<file path="config.mk">
export PLATFORM = sky130hd
export DESIGN_NAME = fixed_width_unsigned_alu_flat
export DESIGN_NICKNAME = d
export VERILOG_FILES = /design/src/fwua_pkg.sv /design/src/fwua_if.sv /design/src/fixed_width_unsigned_alu.sv /design/src/fwua_muldiv.sv /design/src/flat_wrapper.sv
export SDC_FILE = /design/constraint.sdc
export NUM_CORES = 1
export LEC_CHECK = 0
export CAP_MARGIN = 40
export CELL_PAD_IN_SITES_DETAIL_PLACEMENT = 0
export CELL_PAD_IN_SITES_GLOBAL_PLACEMENT = 1
export CORE_MARGIN = 10
export CORE_UTILIZATION = 50
export CTS_BUF_LIST = sky130_fd_sc_hd__clkbuf_8
export CTS_CLUSTER_DIAMETER = 120
export CTS_CLUSTER_SIZE = 25
export DETAILED_ROUTE_END_ITERATION = 6
export DONT_BUFFER_PORTS = 1
export MAX_ROUTING_LAYER = met4
export PLACE_DENSITY_LB_ADDON = 0.1
export SLEW_MARGIN = 30
export SYNTH_ARGS = -nofsm -noshare
export SYNTH_HDL_FRONTEND = slang
export SYNTH_HIERARCHICAL = 1
export SYNTH_SLANG_ARGS = --single-unit
</file>
<file path="constraint.sdc">
create_clock -name i_clk -period 7.8 [get_ports i_clk]
set_input_delay 2.34 -clock i_clk [delete_from_list [all_inputs] [get_ports i_clk]]
set_output_delay 2.34 -clock i_clk [all_outputs]
set_load 0.01 [all_outputs]
</file>
<file path="src/fwua_pkg.sv">
// Shared command codes and control structs for the fixed-width unsigned ALU.
package fwua_pkg;

    // Command codes carried on the request channel.
    typedef enum logic [3:0] {
        CMD_ADD = 4'd0,
        CMD_SUB = 4'd1,
        CMD_SHL = 4'd2,
        CMD_SHR = 4'd3,
        CMD_MUL = 4'd4,
        CMD_DIV = 4'd5,
        CMD_MOD = 4'd6,
        CMD_GT  = 4'd7,
        CMD_GE  = 4'd8,
        CMD_EQ  = 4'd9
    } t_cmd;

    localparam int unsigned CMD_W     = 4;
    localparam int unsigned OPERAND_W = 32;

    // Start request from the controller to the multiply/divide engine.
    typedef struct packed {
        logic start;
        logic is_div;
    } t_md_req;

    // Status returned by the multiply/divide engine.
    typedef struct packed {
        logic busy;
        logic done;
    } t_md_stat;

endpackage

</file>
<file path="src/fwua_if.sv">
// Valid/ready channel interfaces for ALU requests and responses.
interface fwua_req_if;
    logic                            valid;
    logic                            ready;
    logic [fwua_pkg::CMD_W-1:0]      command;
    logic [fwua_pkg::OPERAND_W-1:0]  operand_a;
    logic [fwua_pkg::OPERAND_W-1:0]  operand_b;

    modport source (output valid, output command, output operand_a, output operand_b,
                    input ready);
    modport sink   (input valid, input command, input operand_a, input operand_b,
                    output ready);
endinterface

interface fwua_rsp_if;
    logic                            valid;
    logic                            ready;
    logic [fwua_pkg::OPERAND_W-1:0]  result;
    logic                            compare_true;
    logic                            divide_by_zero;

    modport source (output valid, output result, output compare_true,
                    output divide_by_zero, input ready);
    modport sink   (input valid, input result, input compare_true,
                    input divide_by_zero, output ready);
endinterface

</file>
<file path="src/fixed_width_unsigned_alu.sv">
// Top level of the fixed-width unsigned ALU: sequencer, combinational ops and output register.
//
//  channel | dir | handshake           | payload
//  i_req   | in  | valid/ready         | command, operand_a, operand_b
//  o_rsp   | out | valid/ready         | result, compare_true, divide_by_zero
//
// Add, sub, shifts, compares and a zero divisor go from the operand registers via the finish
// state to the output register; mul, div and mod first wait on the one-bit-per-cycle engine.
// A new request is taken only while the sequencer is idle; it may be taken while a
// finished result still waits in the output register.
// A stalled output holds the sequencer in its finish state. Reset is synchronous, active low.
module fixed_width_unsigned_alu #(
    parameter int unsigned WIDTH = 32
) (
    input logic        i_clk,
    input logic        i_rst_n,
    fwua_req_if.sink   i_req,
    fwua_rsp_if.source o_rsp
);
    import fwua_pkg::*;

    typedef enum logic [1:0] {
        S_IDLE,
        S_MULDIV,
        S_FINISH
    } t_state;

    t_state             r_state, n_state;
    logic [CMD_W-1:0]   r_cmd, n_cmd;
    logic [WIDTH-1:0]   r_a, n_a;
    logic [WIDTH-1:0]   r_b, n_b;
    logic               r_out_valid, n_out_valid;
    logic [OPERAND_W-1:0] r_result, n_result;
    logic               r_cmp, n_cmp;
    logic               r_dz, n_dz;

    logic [WIDTH-1:0]   w_a_in;
    logic [WIDTH-1:0]   w_b_in;
    logic               w_accept;
    t_md_req            w_md_req;
    t_md_stat           w_md_stat;
    logic [WIDTH-1:0]   w_md_quot;
    logic [WIDTH-1:0]   w_md_acc;
    logic [WIDTH-1:0]   w_res;
    logic               w_cmp;
    logic               w_dz;
    logic               w_out_free;

    // Operands are taken at WIDTH bits.
    assign w_a_in   = WIDTH'(i_req.operand_a);
    assign w_b_in   = WIDTH'(i_req.operand_b);
    assign w_accept = i_req.valid && i_req.ready;
    assign i_req.ready = (r_state == S_IDLE);

    // Launch the engine for multiply, and for divide or modulo with a nonzero divisor.
    always_comb begin
        w_md_req.start  = 1'b0;
        w_md_req.is_div = 1'b0;
        if (w_accept) begin
            if (i_req.command == CMD_MUL) begin
                w_md_req.start = 1'b1;
            end else if ((i_req.command == CMD_DIV || i_req.command == CMD_MOD)
                         && w_b_in != '0) begin
                w_md_req.start  = 1'b1;
                w_md_req.is_div = 1'b1;
            end
        end
    end

    fwua_muldiv #(
        .WIDTH(WIDTH)
    ) u_muldiv (
        .i_clk   (i_clk),
        .i_rst_n (i_rst_n),
        .i_req   (w_md_req),
        .i_a     (w_a_in),
        .i_b     (w_b_in),
        .o_stat  (w_md_stat),
        .o_quot  (w_md_quot),
        .o_acc   (w_md_acc)
    );

    // Result selection; the shifts rely on a shift of WIDTH or more giving zero.
    always_comb begin
        w_res = '0;
        w_cmp = 1'b0;
        w_dz  = 1'b0;
        case (r_cmd)
            CMD_ADD: w_res = r_a + r_b;
            CMD_SUB: w_res = r_a - r_b;
            CMD_SHL: w_res = r_a << r_b;
            CMD_SHR: w_res = r_a >> r_b;
            CMD_MUL: w_res = w_md_acc;
            CMD_DIV: begin
                if (r_b == '0) begin
                    w_dz = 1'b1;
                end else begin
                    w_res = w_md_quot;
                end
            end
            CMD_MOD: begin
                if (r_b == '0) begin
                    w_dz = 1'b1;
                end else begin
                    w_res = w_md_acc;
                end
            end
            CMD_GT:  w_cmp = (r_a > r_b);
            CMD_GE:  w_cmp = (r_a >= r_b);
            CMD_EQ:  w_cmp = (r_a == r_b);
            default: w_res = '0;
        endcase
    end

    assign w_out_free = !r_out_valid || o_rsp.ready;

    // Sequencer and output register.
    always_comb begin
        n_state     = r_state;
        n_cmd       = r_cmd;
        n_a         = r_a;
        n_b         = r_b;
        n_out_valid = r_out_valid;
        n_result    = r_result;
        n_cmp       = r_cmp;
        n_dz        = r_dz;
        if (r_out_valid && o_rsp.ready) begin
            n_out_valid = 1'b0;
        end
        case (r_state)
            S_IDLE: begin
                if (w_accept) begin
                    n_cmd   = i_req.command;
                    n_a     = w_a_in;
                    n_b     = w_b_in;
                    n_state = w_md_req.start ? S_MULDIV : S_FINISH;
                end
            end
            S_MULDIV: begin
                if (w_md_stat.done) begin
                    n_state = S_FINISH;
                end
            end
            S_FINISH: begin
                if (w_out_free) begin
                    n_out_valid = 1'b1;
                    n_result    = OPERAND_W'(w_res);
                    n_cmp       = w_cmp;
                    n_dz        = w_dz;
                    n_state     = S_IDLE;
                end
            end
            default: n_state = S_IDLE;
        endcase
    end

    always_ff @(posedge i_clk) begin
        r_cmd    <= n_cmd;
        r_a      <= n_a;
        r_b      <= n_b;
        r_result <= n_result;
        r_cmp    <= n_cmp;
        r_dz     <= n_dz;
        if (!i_rst_n) begin
            r_state     <= S_IDLE;
            r_out_valid <= 1'b0;
        end else begin
            r_state     <= n_state;
            r_out_valid <= n_out_valid;
        end
    end

    assign o_rsp.valid          = r_out_valid;
    assign o_rsp.result         = r_result;
    assign o_rsp.compare_true   = r_cmp;
    assign o_rsp.divide_by_zero = r_dz;

    // A new request never arrives while the engine is still iterating.
    a_no_accept_busy: assert property (@(posedge i_clk) disable iff (!i_rst_n)
        w_accept |-> !w_md_stat.busy)
        else $error("request accepted while the multiply/divide engine is busy");

    // The engine only reports completion while the sequencer waits for it.
    a_done_in_muldiv: assert property (@(posedge i_clk) disable iff (!i_rst_n)
        w_md_stat.done |-> r_state == S_MULDIV)
        else $error("engine completion outside the multiply/divide wait state");

    // A divide-by-zero response carries a zero result and no compare flag.
    a_dz_clean: assert property (@(posedge i_clk) disable iff (!i_rst_n)
        (o_rsp.valid && o_rsp.divide_by_zero) |-> (o_rsp.result == '0 && !o_rsp.compare_true))
        else $error("divide-by-zero response with nonzero result or compare flag");

endmodule

</file>
<file path="src/fwua_muldiv.sv">
// Iterative multiply/divide engine built around one shared adder/subtractor.
module fwua_muldiv #(
    parameter int unsigned WIDTH = 32
) (
    input  logic                i_clk,
    input  logic                i_rst_n,
    input  fwua_pkg::t_md_req   i_req,
    input  logic [WIDTH-1:0]    i_a,
    input  logic [WIDTH-1:0]    i_b,
    output fwua_pkg::t_md_stat  o_stat,
    output logic [WIDTH-1:0]    o_quot,
    output logic [WIDTH-1:0]    o_acc
);
    import fwua_pkg::*;

    localparam int unsigned CNT_W = $clog2(WIDTH + 1);

    // Product accumulator or partial remainder.
    logic [WIDTH-1:0] r_acc, n_acc;
    // Shifted multiplicand, or dividend bits shifting out while quotient bits shift in.
    logic [WIDTH-1:0] r_x, n_x;
    // Multiplier shifting right, or the divisor.
    logic [WIDTH-1:0] r_y, n_y;
    logic [CNT_W-1:0] r_cnt, n_cnt;
    logic             r_busy, n_busy;
    logic             r_done, n_done;
    logic             r_is_div, n_is_div;

    // Shared adder operands and sum, one bit wider than the remainder plus carry.
    logic [WIDTH:0]   w_add_x;
    logic [WIDTH:0]   w_add_y;
    logic [WIDTH+1:0] w_sum;
    logic             w_carry;
    logic [WIDTH:0]   w_x_shl;

    // In divide mode the adder subtracts the divisor from the shifted remainder;
    // a carry out means the trial subtraction did not go negative.
    always_comb begin
        if (r_is_div) begin
            w_add_x = {r_acc, r_x[WIDTH-1]};
            w_add_y = ~{1'b0, r_y};
        end else begin
            w_add_x = {1'b0, r_acc};
            w_add_y = {1'b0, r_x};
        end
        w_sum   = {1'b0, w_add_x} + {1'b0, w_add_y} + {{(WIDTH+1){1'b0}}, r_is_div};
        w_carry = w_sum[WIDTH+1];
    end

    // Quotient bit in for divide, zero in for multiply.
    assign w_x_shl = {r_x, r_is_div & w_carry};

    // One step per cycle: shift-add for multiply, restoring step for divide.
    always_comb begin
        n_acc    = r_acc;
        n_x      = r_x;
        n_y      = r_y;
        n_cnt    = r_cnt;
        n_busy   = r_busy;
        n_is_div = r_is_div;
        n_done   = 1'b0;
        if (i_req.start) begin
            n_acc    = '0;
            n_x      = i_a;
            n_y      = i_b;
            n_cnt    = CNT_W'(WIDTH - 1);
            n_busy   = 1'b1;
            n_is_div = i_req.is_div;
        end else if (r_busy) begin
            if (r_is_div) begin
                n_acc = w_carry ? w_sum[WIDTH-1:0] : w_add_x[WIDTH-1:0];
            end else begin
                if (r_y[0]) begin
                    n_acc = w_sum[WIDTH-1:0];
                end
                n_y = r_y >> 1;
            end
            n_x = w_x_shl[WIDTH-1:0];
            if (r_cnt == '0) begin
                n_busy = 1'b0;
                n_done = 1'b1;
            end else begin
                n_cnt = r_cnt - 1'b1;
            end
        end
    end

    always_ff @(posedge i_clk) begin
        r_acc    <= n_acc;
        r_x      <= n_x;
        r_y      <= n_y;
        r_cnt    <= n_cnt;
        r_is_div <= n_is_div;
        if (!i_rst_n) begin
            r_busy <= 1'b0;
            r_done <= 1'b0;
        end else begin
            r_busy <= n_busy;
            r_done <= n_done;
        end
    end

    assign o_stat.busy = r_busy;
    assign o_stat.done = r_done;
    assign o_quot      = r_x;
    assign o_acc       = r_acc;

endmodule

</file>
<file path="src/flat_wrapper.sv">
// flat-port wrapper written by rule: the top's interface ports become plain ports
module fixed_width_unsigned_alu_flat import fwua_pkg::*;
#(
    parameter int unsigned WIDTH = 32
)
  (i_clk, i_rst_n, i_req_valid, i_req_command, i_req_operand_a, i_req_operand_b, i_req_ready, o_rsp_valid, o_rsp_result, o_rsp_compare_true, o_rsp_divide_by_zero, o_rsp_ready);
  fwua_req_if i_req_i ();
  fwua_rsp_if o_rsp_i ();
  input logic i_clk;
  input logic i_rst_n;
  input wire logic [$bits(i_req_i.valid)-1:0] i_req_valid;
  input wire logic [$bits(i_req_i.command)-1:0] i_req_command;
  input wire logic [$bits(i_req_i.operand_a)-1:0] i_req_operand_a;
  input wire logic [$bits(i_req_i.operand_b)-1:0] i_req_operand_b;
  output wire logic [$bits(i_req_i.ready)-1:0] i_req_ready;
  output wire logic [$bits(o_rsp_i.valid)-1:0] o_rsp_valid;
  output wire logic [$bits(o_rsp_i.result)-1:0] o_rsp_result;
  output wire logic [$bits(o_rsp_i.compare_true)-1:0] o_rsp_compare_true;
  output wire logic [$bits(o_rsp_i.divide_by_zero)-1:0] o_rsp_divide_by_zero;
  input wire logic [$bits(o_rsp_i.ready)-1:0] o_rsp_ready;
  assign i_req_i.valid = i_req_valid;
  assign i_req_i.command = i_req_command;
  assign i_req_i.operand_a = i_req_operand_a;
  assign i_req_i.operand_b = i_req_operand_b;
  assign i_req_ready = i_req_i.ready;
  assign o_rsp_valid = o_rsp_i.valid;
  assign o_rsp_result = o_rsp_i.result;
  assign o_rsp_compare_true = o_rsp_i.compare_true;
  assign o_rsp_divide_by_zero = o_rsp_i.divide_by_zero;
  assign o_rsp_i.ready = o_rsp_ready;
  fixed_width_unsigned_alu #(.WIDTH(WIDTH)) u_core (.i_clk(i_clk), .i_rst_n(i_rst_n), .i_req(i_req_i), .o_rsp(o_rsp_i));
endmodule
</file>
==> results of run 1 <==
-- worst paths after layout --
check,startpoint,endpoint,slack [ps],cells after the start
setup reg to reg,u_core/u_muldiv/r_is_div,u_core/u_muldiv/o_acc[28],3260,12
hold reg to reg,u_core/u_muldiv/r_cnt[1],u_core/u_muldiv/r_cnt[1],500,1
setup / recovery,u_core/u_muldiv/r_is_div,u_core/u_muldiv/o_acc[28],3260,12
hold / removal,u_core/u_muldiv/r_cnt[1],u_core/u_muldiv/r_cnt[1],500,1
-- layer usage --
metal / routed length, um / up-vias / GRT usage, %
met1: 30300 / 8241 / 41.7
met4: 4070 / 0 / 15.4
met5: 0 / - / -
met3: 5830 / 212 / 4.36
met2: 34700 / 914 / 53.1
li1: - / 7697 / -
-- registers in the layout, indices dropped and copies added (netlist names), 2 cells and up --
| register | flops |
|---|---|
| u_core/o_rsp.result | 32 |
| u_core/r_a | 32 |
| u_core/r_b | 32 |
| u_core/r_cmd | 4 |
| u_core/r_state | 2 |
| u_core/u_muldiv/o_acc | 32 |
| u_core/u_muldiv/o_quot | 32 |
| u_core/u_muldiv/r_cnt | 6 |
| u_core/u_muldiv/r_y | 32 |
-- where the power goes --
group | switching (mW) | internal, mW
Combinational | 2.35 | 1.44
Clock | 0.373 | 0.172
Sequential | 0.496 | 1.59
Total | 3.22 | 3.20
-- through the flow --
stage	cell area, um2	hold slack (ps)	setup WS [ps]
final	19000	504	3260
after CTS	18900	503	2910
after floorplan	18300	453	1200
after detailed placement	18700	471	2300
after global routing	19000	520	2940
after global placement	18600	467	2340
-- layout by cell type, fill, tap and decap left out, types with 24 or more instances in the layout --
cell      count
buf_4        32
a211oi_1     38
inv_1        74
o21ai_1      37
a311oi_1     24
dfxtp_1      43
nor2_1      220
nor4_1       27
o21ai_0      88
ha_1         95
nand3_1      58
nand2_1     132
a21oi_1     180
mux2i_1      65
edfxtp_1    167
xnor2_1      39
nor3_1       60
a21o_1       36
mux2_2      114
o211ai_1     28
a31oi_1      26
-- cell type report --
| cell class | count | area [um2] | area share, % |
|---|---|---|---|
| Multi-Input combinational cell | 1642 | 11600 | 61.0 |
| Sequential cell | 210 | 5880 | 30.9 |
| Tap cell | 468 | 586 | 3.08 |
| Timing Repair Buffer | 39 | 394 | 2.08 |
| Inverter | 78 | 293 | 1.54 |
| Clock buffer | 13 | 179 | 0.942 |
| Clock inverter | 7 | 71.3 | 0.376 |
| Antenna cell | 1 | 2.50 | 0.0132 |
==> metrics.yaml, run 1 <==
slew-limit-headroom_pct: 39.4
syn-instance-count: 2082
detailed_place_hpwl_um: 58500
grt_setup_unrepaired: "no"
crit_family: "compound AO/OA/AOI/OAI gates"
syn_area_um2: 18300
cp_max_fo: 74
cts_setup_buffers: 0
placed_cells: 2435
peakVddDrop_mv: 0.221
instances_no_fill: 2458
start_util_pct: 50.3
avgRoutedWirePerCell_um: 30.5
clockRootBuffer: "clkbuf_8"
nNetsFinal: 2155
power.total_mw: 6.42
grt_usage_pct: 33.4
antenna_found_initial: 1
gr-total-overflow: 0
crit_path_frequent_cell: "fa_1"
vias: 17100
crit_type: "flop to flop"
cp.arrival_ps: 5050
core_um2: 36400
cts_inserted_buffers: 13
postSynthAreaPerCell_um2: 8.81
syn_to_final_growth_pct: 3.58
final_max_slew_viol_count: 0
grt_pass1_wl_um: 109000
cts_resized: 0
violations: "design-rule violations"
grt_pass1_vias: 15900
critPathLaunchType: "flop"
routed_via_density: 6.94
drc: 3
dieArea_um2: 44700
crit_slowest_cell: "edfxtp_1"
period_minus_slack_ps: 4540
ctsHoldBuffers: 0
crit_buf_inv: 1
clk_latency_ps: 570
p_per_area_nw_per_um2: 338
period_share_pct: 58.2
clkTransAtPathRegs_ps: 160
fp.dieH_um: 212
finalSetupTns_ps: 0
ant_nets: 0
place_congestion: 1.02
dr.pass1.iters: 7
hold_class: "flop to flop"
finalSetupViolCount: 0
leakage_nw: 6.87
totalWireLength_um: 74900
rows: 70
die_w_um: 212
timing.fmax_ghz: 0.220
io_buffers: 0
yosysWarnings: 6
drt_iter0_drc: 2197
cp.required_ps: 8310
drv_cap: 0
hold_viol: 0
worstMarginPinSlew_ps: 898
status: "complete, but fails checks"
clkSinkCount: 210
final_util_pct: 52.1
grt_max_degree: 120
fin_worst_skew_ps: 41.0
io_pins: 108
htree_levels: 1
n_fill_cell: 3468
cts_buffer_depth: 3
final_layout_size_suffix_gt1_share_pct: 11.9
tritoncts: "built"
crit_chain: "buf_12 -> mux2_2 -> fa_1 -> fa_1 -> a211oi_1 -> o211ai_1 -> nand3_1 -> a21oi_1 -> or3_1 -> o2111a_1 -> mux2i_1 -> o31ai_1"
max_stage_delay_ps: 870
end_kind: "flop"
syn_nets: 2253
Power figures use the tool's default switching activity.
==> inputs of run 2 (changes only) <==
ABC_AREA = 1   (was not set)
CORE_UTILIZATION = 48   (was 50)
clock period = 4.4 ns   (was 7.8 ns; I/O delays follow)
==> run 2 against run 1 <==
Against the previous run:
- the run now ends clean
- sequential power rose by 53%
- core utilization fell by 1.7 points
- first-iteration DRC count rose by 43%
- total power rose by 41%
==> metrics.yaml, run 2 <==
status: "finished clean"
core_um2: 41100  # +13%
n_fill_cell: 4376  # +26%
timing.fmax_ghz: 0.263  # +19%
grt_pass1_vias: 20100  # +27%
drt_iter0_drc: 3146  # +43%
clkSinkCount: 210  # unchanged
htree_levels: 1  # unchanged
dieArea_um2: 50400  # +13%
cts_setup_buffers: 0  # unchanged
critPathLaunchType: "flop"
detailed_place_hpwl_um: 72800  # +25%
hold_ws_ps: 479  # -25.4 ps
yosysWarnings: 6  # unchanged
ant_nets: 0  # unchanged
syn-instance-count: 3132  # +50%
antenna_found_initial: 3  # +2
hold_class: "flop to flop"
tritoncts: "built"
crit_family: "simple AND/OR/NAND/NOR gates"
vias: 21800  # +28%
p_clk_share_pct: 11.4  # +2.9 points
slew-limit-headroom_pct: 44.1  # +4.7 points
avgRoutedWirePerCell_um: 24.9  # -18%
syn_area_um2: 20100  # +9.4%
peakVddDrop_mv: 0.435  # +97%
share_comb_of_total_power_pct: 53.3  # -5.8 points
preCtsSetupSlack_ps: 381  # -1920 ps
final_max_slew_viol_count: 0  # unchanged
cp.required_ps: 4720  # -3590 ps
crit_type: "flop to flop"
crit_buf_inv: 3  # +2
grt_setup_unrepaired: "no"
dr.max_layer_used: "met4"
place_congestion: 1.02  # +0.52%
cp_max_fo: 21  # -72%
wl_met3_um: 8480  # +46%
instances_no_fill: 3595  # +46%
start_util_pct: 48.8  # -1.5 points
nNetsFinal: 3225  # +50%
ff_latch_area_um2: 5880  # unchanged
cts_resized: 0  # unchanged
io_pins: 108  # unchanged
dr.pass1.iters: 6  # -1
final_common_cell: "nand2_1"
setup_slack_ps: 600  # -2660 ps
m1WireLength_um: 35300  # +17%
period_share_pct: 86.4  # +28 points
leakage_nw: 9.63  # +40%
p_sw_share_pct: 51.5  # +1.4 points
seqPwrFrac_pct: 35.3  # +2.9 points
wl_met2_um: 40300  # +16%
end_kind: "flop"
die_w_um: 224  # +6.1%
grt_usage_pct: 35.5  # +2.1 points
totalWireLength_um: 89400  # +19%
period_minus_slack_ps: 3800  # -737 ps
cts_buffer_depth: 3  # unchanged
rows: 74  # +5.7%
fin_worst_skew_ps: 33.3  # -7.71 ps
grt_max_degree: 96  # -20%
syn_nets: 3303  # +47%
multi_input_area_um2: 12300  # +5.8%
hold_viol: 0  # unchanged
io_buffers: 0  # unchanged
internal-power_mw: 4.38  # +37%
max_stage_delay_ps: 570  # -300 ps
finalSetupTns_ps: 0  # unchanged
cts_inserted_buffers: 13  # unchanged
clkTransAtPathRegs_ps: 160  # about the same
most-common-layout-cells: "1074 x nand2_1, 333 x nand3_1, 325 x inv_1"
drc: 0  # -3
ctsHoldBuffers: 0  # unchanged
worstMarginPinSlew_ps: 836  # -62.2 ps
switching_power_mw: 4.65  # +45%
postSynthAreaPerCell_um2: 6.40  # -27%
clk_latency_ps: 590  # +20 ps
drv_cap: 0  # unchanged
grt_pass1_wl_um: 131000  # +20%
crit_chain: "inv_1 -> nand2_2 -> nor3_1 -> nand4_1 -> nor2_1 -> buf_4 -> inv_1 -> nand3_1 -> nand2_1 -> a21oi_1 -> o211ai_1 -> nor2_1 -> nand3_1"
routed_via_density: 6.07  # -13%
fp.dieH_um: 224  # +6.1%
clockRootBuffer: "clkbuf_8"
finalSetupViolCount: 0  # unchanged
syn_to_final_growth_pct: 3.35
p_per_area_nw_per_um2: 435  # +29%
final_layout_size_suffix_gt1_share_pct: 6.80  # -5.1 points
cp.arrival_ps: 4120  # -930 ps
crit_slowest_cell: "edfxtp_1"
placed_cells: 3568  # +47%
gr-total-overflow: 0  # unchanged
## run 2: power by group through the flow
stage          Combinational [mW]  Clock, mW  Sequential [mW]
2_1_floorplan                3.38          0             2.90
3_3_place_gp                 4.63          0             3.20
3_5_place_dp                 4.64          0             3.21
4_1_cts                      4.67       1.03             3.16
5_1_grt                      5.32       1.09             3.19
6_report                     4.81       1.03             3.18
## run 2: routing by layer
layer,global-route usage (%),vias to the layer above
met3,6.70,252
li1,-,10200
met5,-,-
met2,55.5,1234
met1,43.2,10200
met4,18.4,0
## run 2: area by class of cell
cell class | instances | area share (%)
repair buffers | 43 | 1.77
clock inverters | 8 | 0.338
diodes | 2 | 0.0241
well taps | 532 | 3.21
inverters | 344 | 6.23
multi-input cells | 2442 | 59.2
flip-flops and latches | 210 | 28.3
clock buffers | 14 | 0.930
## run 2: worst paths after layout
| check | startpoint | endpoint | slack [ps] | cells after the start |
|---|---|---|---|---|
| hold reg to reg | u_core/u_muldiv/r_cnt[3] | u_core/u_muldiv/r_cnt[3] | 480 | 2 |
| setup / recovery | u_core/r_b[3] | u_core/o_rsp.result[16] | 600 | 13 |
| setup reg to reg | u_core/r_b[3] | u_core/o_rsp.result[16] | 600 | 13 |
| hold / removal | u_core/u_muldiv/r_cnt[3] | u_core/u_muldiv/r_cnt[3] | 480 | 2 |
## run 2: tightest hold or removal path: cells and delay by family (launching register included)
family / cells / cell delay [ps]
DFF: 1 / 360
and+or+nand+nor: 2 / 100
## run 2: metrics by stage
stage,total power [mW],utilization [%],instance area [um2]
3_5_place_dp,7.85,49.6,20400
3_3_place_gp,7.83,49.6,20400
2_1_floorplan,6.28,-,20100
5_1_grt,9.60,50.4,20700
6_report,9.03,50.4,20700
4_1_cts,8.86,50.2,20700
